==> src/hdl/assert_macros.svh <==
// Assertion macros, included by the positional list engine.
`ifndef ASSERT_MACROS_SVH
`define ASSERT_MACROS_SVH

`ifndef SYNTH

`define PLE_ASSERT(lbl, clk, rstn, prop, msg) \
  lbl: assert property (@(posedge clk) disable iff (!rstn) (prop)) else $error(msg);

`define PLE_ASSERT_ALWAYS(lbl, clk, prop, msg) \
  lbl: assert property (@(posedge clk) (prop)) else $error(msg);

`else

`define PLE_ASSERT(lbl, clk, rstn, prop, msg)

`define PLE_ASSERT_ALWAYS(lbl, clk, prop, msg)

`endif

`endif

==> src/hdl/ple_pkg.sv <==
// Types and constants of the positional list engine.
`timescale 1ns / 1ps
`default_nettype none

package ple_pkg;

  localparam int DEPTH_DEF = 16;
  localparam int DATA_W    = 32;
  localparam int CMD_W     = 3;
  localparam int STATUS_W  = 3;

  typedef enum logic [CMD_W-1:0] {
    CMD_APPEND   = 3'd0,
    CMD_REM_LAST = 3'd1,
    CMD_CMP_REPL = 3'd2,
    CMD_READ     = 3'd3,
    CMD_REM_AT   = 3'd4,
    CMD_INSERT   = 3'd5
  } cmd_t;

  typedef enum logic [STATUS_W-1:0] {
    ST_OK       = 3'd0,
    ST_FULL     = 3'd1,
    ST_EMPTY    = 3'd2,
    ST_RANGE    = 3'd3,
    ST_MISMATCH = 3'd4
  } status_t;

  typedef enum logic [2:0] {
    S_IDLE,
    S_RD,
    S_SHIFT,
    S_INSV,
    S_RESP
  } state_t;

endpackage

`default_nettype wire

==> src/hdl/positional_list_engine.sv <==
// Positional list engine: ordered list of signed words kept in one entry memory.
//
// Command channel in_*: in_tuser carries the command, in_tdata the position,
// the value and the expected value. Result channel out_*: out_tuser carries
// the status, out_tdata the read value and the element count after the command.
// Exactly one result transaction follows every command transaction, in order.
// Append, remove last, unused commands and failed checks go from idle straight
// to the response state; read and compare-replace pass a memory read state first.
// Remove at and insert pass a shift state (insert then writes the new value),
// unless the position is the last entry (remove) or count + 1 (insert).
// The shift moves one entry per cycle: one read and one write of the entry
// memory, whose read data is registered.
// One command is worked at a time; the next is taken as soon as the previous
// one has finished, even while its result still waits in the output register.
// When the receiver stalls, a finished result waits in a holding stage and the
// command channel stops taking transactions until the output register frees.
// Reset (rst_n low, synchronous) empties the list and drops any pending result;
// memory contents are not cleared and no clearing pass runs.
`timescale 1ns / 1ps
`default_nettype none
`include "assert_macros.svh"

module positional_list_engine
  import ple_pkg::*;
#(
  parameter  int DEPTH = DEPTH_DEF,
  localparam int PW    = $clog2(DEPTH + 1),
  localparam int AW    = $clog2(DEPTH),
  localparam int IN_W  = ((PW + 2 * DATA_W + 7) / 8) * 8,
  localparam int OUT_W = ((DATA_W + PW + 7) / 8) * 8
) (
  input  wire logic                clk,
  input  wire logic                rst_n,
  input  wire logic                in_tvalid,
  output logic                     in_tready,
  // position, value, expected, zero fill
  input  wire logic [IN_W-1:0]     in_tdata,
  // cmd
  input  wire logic [CMD_W-1:0]    in_tuser,
  output logic                     out_tvalid,
  input  wire logic                out_tready,
  // read_value, count, zero fill
  output logic [OUT_W-1:0]         out_tdata,
  // status
  output logic [STATUS_W-1:0]      out_tuser
);

  logic [DATA_W-1:0] mem [DEPTH];
  logic [DATA_W-1:0] mem_rdata_r;
  logic              mem_we;
  logic [AW-1:0]     mem_wa;
  logic [DATA_W-1:0] mem_wd;
  logic              mem_re;
  logic [AW-1:0]     mem_ra;

  state_t              state_r, state_nxt;
  logic [PW-1:0]       count_r, count_nxt;
  logic [AW-1:0]       src_r, src_nxt;
  cmd_t                cmd_r, cmd_nxt;
  logic [PW-1:0]       pos_r, pos_nxt;
  logic signed [DATA_W-1:0] val_r, val_nxt;
  logic signed [DATA_W-1:0] exp_r, exp_nxt;
  status_t             res_status_r, res_status_nxt;
  logic [DATA_W-1:0]   res_rd_r, res_rd_nxt;
  logic                out_valid_r, out_valid_nxt;
  status_t             out_status_r, out_status_nxt;
  logic [DATA_W-1:0]   out_rd_r, out_rd_nxt;
  logic [PW-1:0]       out_count_r, out_count_nxt;

  logic                in_accept;
  cmd_t                cmd_in;
  logic [PW-1:0]       pos_in;
  logic signed [DATA_W-1:0] val_in;
  logic signed [DATA_W-1:0] exp_in;
  logic [PW-1:0]       pos_in_m1;
  logic [PW-1:0]       pos_r_m1;
  logic [PW-1:0]       cnt_m1;
  logic [PW-1:0]       cnt_p1;
  logic                full;
  logic                empty;
  logic                pos_ok;

  assign in_tready = (state_r == S_IDLE);
  assign in_accept = in_tvalid && in_tready;
  assign cmd_in    = cmd_t'(in_tuser);
  assign pos_in    = in_tdata[PW-1:0];
  assign val_in    = in_tdata[PW +: DATA_W];
  assign exp_in    = in_tdata[PW + DATA_W +: DATA_W];
  assign pos_in_m1 = pos_in - PW'(1);
  assign pos_r_m1  = pos_r - PW'(1);
  assign cnt_m1    = count_r - PW'(1);
  assign cnt_p1    = count_r + PW'(1);
  assign full      = (count_r >= PW'(DEPTH));
  assign empty     = (count_r == '0);
  assign pos_ok    = (pos_in != '0) && (pos_in <= count_r);

  always_ff @(posedge clk) begin
    if (mem_we) begin
      mem[mem_wa] <= mem_wd;
    end
  end

  always_ff @(posedge clk) begin
    if (mem_re) begin
      mem_rdata_r <= mem[mem_ra];
    end
  end

  always_ff @(posedge clk) begin
    if (!rst_n) begin
      state_r     <= S_IDLE;
      count_r     <= '0;
      out_valid_r <= 1'b0;
    end else begin
      state_r     <= state_nxt;
      count_r     <= count_nxt;
      out_valid_r <= out_valid_nxt;
    end
  end

  always_ff @(posedge clk) begin
    src_r        <= src_nxt;
    cmd_r        <= cmd_nxt;
    pos_r        <= pos_nxt;
    val_r        <= val_nxt;
    exp_r        <= exp_nxt;
    res_status_r <= res_status_nxt;
    res_rd_r     <= res_rd_nxt;
    out_status_r <= out_status_nxt;
    out_rd_r     <= out_rd_nxt;
    out_count_r  <= out_count_nxt;
  end

  always_comb begin
    state_nxt      = state_r;
    count_nxt      = count_r;
    src_nxt        = src_r;
    cmd_nxt        = cmd_r;
    pos_nxt        = pos_r;
    val_nxt        = val_r;
    exp_nxt        = exp_r;
    res_status_nxt = res_status_r;
    res_rd_nxt     = res_rd_r;
    out_valid_nxt  = out_valid_r && !out_tready;
    out_status_nxt = out_status_r;
    out_rd_nxt     = out_rd_r;
    out_count_nxt  = out_count_r;
    mem_we         = 1'b0;
    mem_wa         = '0;
    mem_wd         = mem_rdata_r;
    mem_re         = 1'b0;
    mem_ra         = '0;

    case (state_r)
      S_IDLE: begin
        if (in_accept) begin
          cmd_nxt        = cmd_in;
          pos_nxt        = pos_in;
          val_nxt        = val_in;
          exp_nxt        = exp_in;
          res_status_nxt = ST_OK;
          res_rd_nxt     = '0;
          state_nxt      = S_RESP;
          case (cmd_in)
            CMD_APPEND: begin
              if (full) begin
                res_status_nxt = ST_FULL;
              end else begin
                mem_we    = 1'b1;
                mem_wa    = count_r[AW-1:0];
                mem_wd    = val_in;
                count_nxt = cnt_p1;
              end
            end
            CMD_REM_LAST: begin
              if (empty) begin
                res_status_nxt = ST_EMPTY;
              end else begin
                count_nxt = cnt_m1;
              end
            end
            CMD_CMP_REPL, CMD_READ: begin
              if (!pos_ok) begin
                res_status_nxt = ST_RANGE;
              end else begin
                mem_re    = 1'b1;
                mem_ra    = pos_in_m1[AW-1:0];
                state_nxt = S_RD;
              end
            end
            CMD_REM_AT: begin
              if (empty) begin
                res_status_nxt = ST_EMPTY;
              end else if (!pos_ok) begin
                res_status_nxt = ST_RANGE;
              end else if (pos_in == count_r) begin
                count_nxt = cnt_m1;
              end else begin
                mem_re    = 1'b1;
                mem_ra    = pos_in[AW-1:0];
                src_nxt   = pos_in[AW-1:0];
                state_nxt = S_SHIFT;
              end
            end
            CMD_INSERT: begin
              if (full) begin
                res_status_nxt = ST_FULL;
              end else if ((pos_in == '0) || (pos_in > cnt_p1)) begin
                res_status_nxt = ST_RANGE;
              end else if (pos_in == cnt_p1) begin
                mem_we    = 1'b1;
                mem_wa    = count_r[AW-1:0];
                mem_wd    = val_in;
                count_nxt = cnt_p1;
              end else begin
                mem_re    = 1'b1;
                mem_ra    = cnt_m1[AW-1:0];
                src_nxt   = cnt_m1[AW-1:0];
                state_nxt = S_SHIFT;
              end
            end
            default: begin
            end
          endcase
        end
      end
      S_RD: begin
        state_nxt = S_RESP;
        if (cmd_r == CMD_READ) begin
          res_rd_nxt = mem_rdata_r;
        end else if (mem_rdata_r != exp_r) begin
          res_status_nxt = ST_MISMATCH;
        end else begin
          mem_we = 1'b1;
          mem_wa = pos_r_m1[AW-1:0];
          mem_wd = val_r;
        end
      end
      S_SHIFT: begin
        mem_we = 1'b1;
        mem_wd = mem_rdata_r;
        if (cmd_r == CMD_REM_AT) begin
          mem_wa = src_r - AW'(1);
          if (src_r == cnt_m1[AW-1:0]) begin
            count_nxt = cnt_m1;
            state_nxt = S_RESP;
          end else begin
            mem_re  = 1'b1;
            mem_ra  = src_r + AW'(1);
            src_nxt = src_r + AW'(1);
          end
        end else begin
          mem_wa = src_r + AW'(1);
          if (src_r == pos_r_m1[AW-1:0]) begin
            state_nxt = S_INSV;
          end else begin
            mem_re  = 1'b1;
            mem_ra  = src_r - AW'(1);
            src_nxt = src_r - AW'(1);
          end
        end
      end
      S_INSV: begin
        mem_we    = 1'b1;
        mem_wa    = pos_r_m1[AW-1:0];
        mem_wd    = val_r;
        count_nxt = cnt_p1;
        state_nxt = S_RESP;
      end
      S_RESP: begin
        if (!out_valid_r || out_tready) begin
          out_valid_nxt  = 1'b1;
          out_status_nxt = res_status_r;
          out_rd_nxt     = res_rd_r;
          out_count_nxt  = count_r;
          state_nxt      = S_IDLE;
        end
      end
      default: begin
        state_nxt = S_IDLE;
      end
    endcase
  end

  assign out_tvalid = out_valid_r;
  assign out_tuser  = out_status_r;

  always_comb begin
    out_tdata                 = '0;
    out_tdata[DATA_W-1:0]     = out_rd_r;
    out_tdata[DATA_W +: PW]   = out_count_r;
  end

  `PLE_ASSERT(a_count_bound, clk, rst_n, count_r <= PW'(DEPTH), "element count above depth")
  `PLE_ASSERT(a_shift_src, clk, rst_n, (state_r == S_SHIFT) |-> (src_r < count_r), "shift index beyond list")
  `PLE_ASSERT(a_count_change, clk, rst_n, (count_r != $past(count_r)) |-> (state_r == S_RESP), "count changed outside command completion")
  `PLE_ASSERT_ALWAYS(a_reset_idle, clk, !rst_n |=> (state_r == S_IDLE) && !out_valid_r, "reset left engine busy")

endmodule

`default_nettype wire
==> config.mk <==
export PLATFORM = sky130hd
export DESIGN_NAME = positional_list_engine
export DESIGN_NICKNAME = d
export VERILOG_FILES = /design/src/hdl/ple_pkg.sv /design/src/hdl/positional_list_engine.sv
export VERILOG_INCLUDE_DIRS = /design/src /design/src/hdl
export SDC_FILE = /design/constraint.sdc
export NUM_CORES = 1
export LEC_CHECK = 0
export ABC_CLOCK_PERIOD_IN_PS = 6300
export BUFFER_PORTS_ARGS = -buffer_cell sky130_fd_sc_hd__buf_2
export CAP_MARGIN = 20
export CORE_UTILIZATION = 60
export DETAILED_ROUTE_END_ITERATION = 12
export PLACE_DENSITY = 0.75
export SYNTH_ARGS = -nofsm -noshare
export SYNTH_HDL_FRONTEND = slang
export SYNTH_SLANG_ARGS = --single-unit
export TNS_END_PERCENT = 100
==> constraint.sdc <==
create_clock -name clk -period 6.3 [get_ports clk]
set_input_delay 0.63 -clock clk [delete_from_list [all_inputs] [get_ports clk]]
set_output_delay 0.63 -clock clk [all_outputs]
set_load 0.03 [all_outputs]
==> results.py <==
metrics = {
    "outcome": {
        "outcome": "complete, no violations",
    },
    "worst_setup_path": {
        "slowest_stage": "nor2_4",
        "worst-setup-path-type": "register to register",
        "critical_path_required_ps": 6600,
        "worstPathMaxFanout": 21,
        "arrival_ps": 5680,
        "cp_slowest_stage_delay_ps": 730,
        "crit_family": "simple AND/OR/NAND/NOR gates",
        "regToRegEndpoint": "mem[8][1]",
        "start_kind": "register",
        "crit_buf_inv": 5,
        "path_cells": "inv_1 -> ha_1 -> inv_1 -> ha_1 -> and2_1 -> nand4_1 -> nor3_1 -> nor2_1 -> nor4_2 -> buf_4 -> a221oi_1 -> o311ai_0 -> clkbuf_2 -> nor2_4 -> buf_4",
        "r2r-start": "count_r[0]",
        "cp-end-kind": "register",
        "r2r_cells": 15,
        "r2r_setup_slack_ps": 910,
    },
    "sta": {
        "relSlewSlack_pct": 26.47,
        "skew_ps": 20.60,
        "rsz0062_at_grt": "no",
        "hold_violations": 0,
        "setup_tns_ps": 0,
        "layout_min_cycle_time_ps": 5385,
        "tightest_slew_ps": 1103,
        "fmax_mhz": 185.7,
        "maxSlewViolCount": 0,
        "timing.final.crit_share_pct": 85.48,
        "setup_viol": 0,
    },
    "place": {
        "portBuffers": 117,
        "place.gp.congestion": 0.8993,
        "place_hpwl_mm": 40.17,
    },
    "layout": {
        "num_antenna_cells": 0,
        "areaGrowthSynthToFinish_pct": 13.24,
        "final_util_pct": 68.92,
        "drive_above_1_share_pct": 15.38,
        "fin_nets": 2069,
        "nFillCells": 3136,
    },
    "logic_synthesis": {
        "synth_most_common_cell": "edfxtp_1",
        "synth_top_area_share_pct": 71.57,
        "synth_area_um2": 29120,
        "ys_ff_latch": 703,
        "ys_seq_area_share_pct": 72.19,
        "synth_area_per_cell_um2": 15.97,
        "synthArstFlopShare_pct": 0,
        "post-synth-top-area-cell": "edfxtp_1",
        "synth_edf_count": 694,
        "synth_cell_type_count": 70,
        "synth.area.top_cells": "edfxtp_1 (72%), mux2i_1 (9.0%), a211oi_1 (3.4%), nor2b_1 (1.5%), xor2_1 (1.0%)",
        "yosysWarnings": 0,
        "synth_commonest_cells": "edfxtp_1 (694), mux2i_1 (261), a211oi_1 (131), nor2b_1 (68), nor2_1 (65)",
        "synthCells": 1823,
        "synth_ff_type": "edfxtp_1",
    },
    "global_route": {
        "grt_pass1_wl_mm": 99.47,
        "grt_pass1_vias": 16320,
        "overflow": 0,
        "antenna_found_initial": 4,
        "grt_max_degree": 93,
        "grtUsageTotal_pct": 27.39,
    },
    "route": {
        "routedWlPerCell_um": 25.38,
        "first_iter_violations": 1723,
        "via_count": 16780,
        "drc": 0,
        "ant_nets": 0,
        "viasPerCell": 6.347,
        "wl_mm": 67.07,
        "drtPass1Iterations": 7,
    },
    "power": {
        "vdd_drop_max_mv": 0.2439,
        "power.leakage_nw": 12.66,
        "p_per_area_nw_per_um2": 302.2,
    },
    "floorplan": {
        "io_pins": 124,
        "fp.dieW_um": 222.3,
        "dieArea_um2": 49420,
        "start_util_pct": 60.86,
        "core_um2": 47850,
        "rows": 80,
        "die_h_um": 222.3,
    },
    "clocking": {
        "cts_tree": "built",
        "clk-insertion-delay-late_ps": 610,
        "numCtsBuffers": 71,
        "cts_resized": 0,
        "clk_path_buf_depth": 3,
        "root_buffer": "clkbuf_16",
        "clock-sinks": 703,
        "hold_buffers": 0,
        "cts_setup_buffers": 0,
        "path_clk_slew_ps": 60,
        "h-tree-depth": 3,
    },
    "min_path": {
        "holdPathStages": 1,
        "min_to": "exp_r[23]",
        "hold_start": "in_tdata[60]",
        "hp-class": "input port to register",
    },
    "flow_run": {
        "cap_viol_max_count": 0,
    },
}
power by group:
group / total, mW / switching (mW) / leakage (nW) / internal (mW)
registers: 5.39 / 0.0531 / 6.44 / 5.33
clock network: 3.96 / 1.67 / 1.06 / 2.29
logic: 0.617 / 0.429 / 5.17 / 0.188
kinds of logic after synthesis:
group	share of synthesized area, %
DFF	72.19
xor gates and xnor gates	1.977
adders and majority gates	0.7176
and+or+nand+nor	5.904
buffers and inverters	2.277
muxes	8.972
other	0.01288
AOI/OAI and AO/OA	7.950
cell type report:
type	instances	area [um^2]	share of cell area, %
Sequential cell	703	21020	63.75
Tap cell	615	769.5	2.334
Clock buffer	94	1948	5.908
Multi-Input combinational cell	981	7632	23.15
Inverter	35	132.6	0.4022
Timing Repair Buffer	183	1241	3.764
Clock inverter	32	230.2	0.6982
sequential cells by signal, indices dropped and copies added, names as in the netlist:
name,flops
val_r,32
exp_r,32
pos_r,4
out_tvalid,1
state_r,3
out_count_r,5
out_rd_r,32
mem,512
cmd_r,3
res_status_r,3
count_r,5
src_r,4
res_rd_r,32
out_tuser,3
mem_rdata_r,32
layout by cell type (no fill, tap or decap), types with 5 or more instances in the layout:
cell type / synthesis / layout
a211oi_1: 131 / 131
a21oi_1: 36 / 36
a222oi_1: 13 / 13
a22o_1: 32 / 32
a22oi_1: 10 / 10
and2_1: 39 / 39
buf_12: 0 / 13
buf_2: 35 / 117
buf_4: 18 / 52
clkbuf_1: 48 / 19
clkbuf_16: 0 / 75
clkinv_1: 1 / 18
clkinv_2: 0 / 8
dfxtp_1: 9 / 9
edfxtp_1: 694 / 694
ha_1: 15 / 15
inv_1: 33 / 32
mux2i_1: 261 / 261
nand2_1: 52 / 52
nand2b_1: 7 / 7
nand3_1: 9 / 9
nand4_1: 5 / 5
nor2_1: 65 / 47
nor2_4: 0 / 18
nor2b_1: 68 / 68
nor3_1: 14 / 12
nor4_1: 12 / 10
o21a_1: 16 / 16
o21ai_0: 37 / 34
or3_1: 35 / 35
xnor2_1: 24 / 24
xor2_1: 34 / 34
routing by layer:
metal  routed length, um  part of all wire [%]  up-vias  track usage (%)
met2               32400                    48      842            44.58
met4                2545                   3.8        2            10.82
met3                5304                   7.9      167            4.708
met1               26810                    40     8349            37.05
met5                  15                 0.022        -                0
li1                    -                     -     7416                -
per-stage QoR:
stage	instances	setup WS (ps)	area, um^2	hold WS [ps]	power [mW]
after floorplan	1825	1130	29130	400.3	5.853
after global placement	2516	1060	30790	401.2	6.062
after detailed placement	2516	984.7	30790	404.5	6.089
after CTS	2642	909.0	32970	175.2	10.01
after global routing	2643	741.2	32970	175.5	10.24
final	2643	914.8	32970	197.4	9.966
how the worst max path moves through the flow:
stage / end / cells past startpoint / slack, ps / start
floorplan: mem_rdata_r[0] / 13 / 1130 / count_r[0]
global placement: mem[8][12] / 14 / 1060 / count_r[0]
detailed placement: mem[8][12] / 14 / 980 / count_r[0]
CTS: mem[8][1] / 14 / 910 / count_r[0]
global route: mem[8][1] / 15 / 740 / count_r[0]
finish: mem[8][1] / 15 / 910 / count_r[0]
Note: power is estimated with default switching activity, not from simulation.
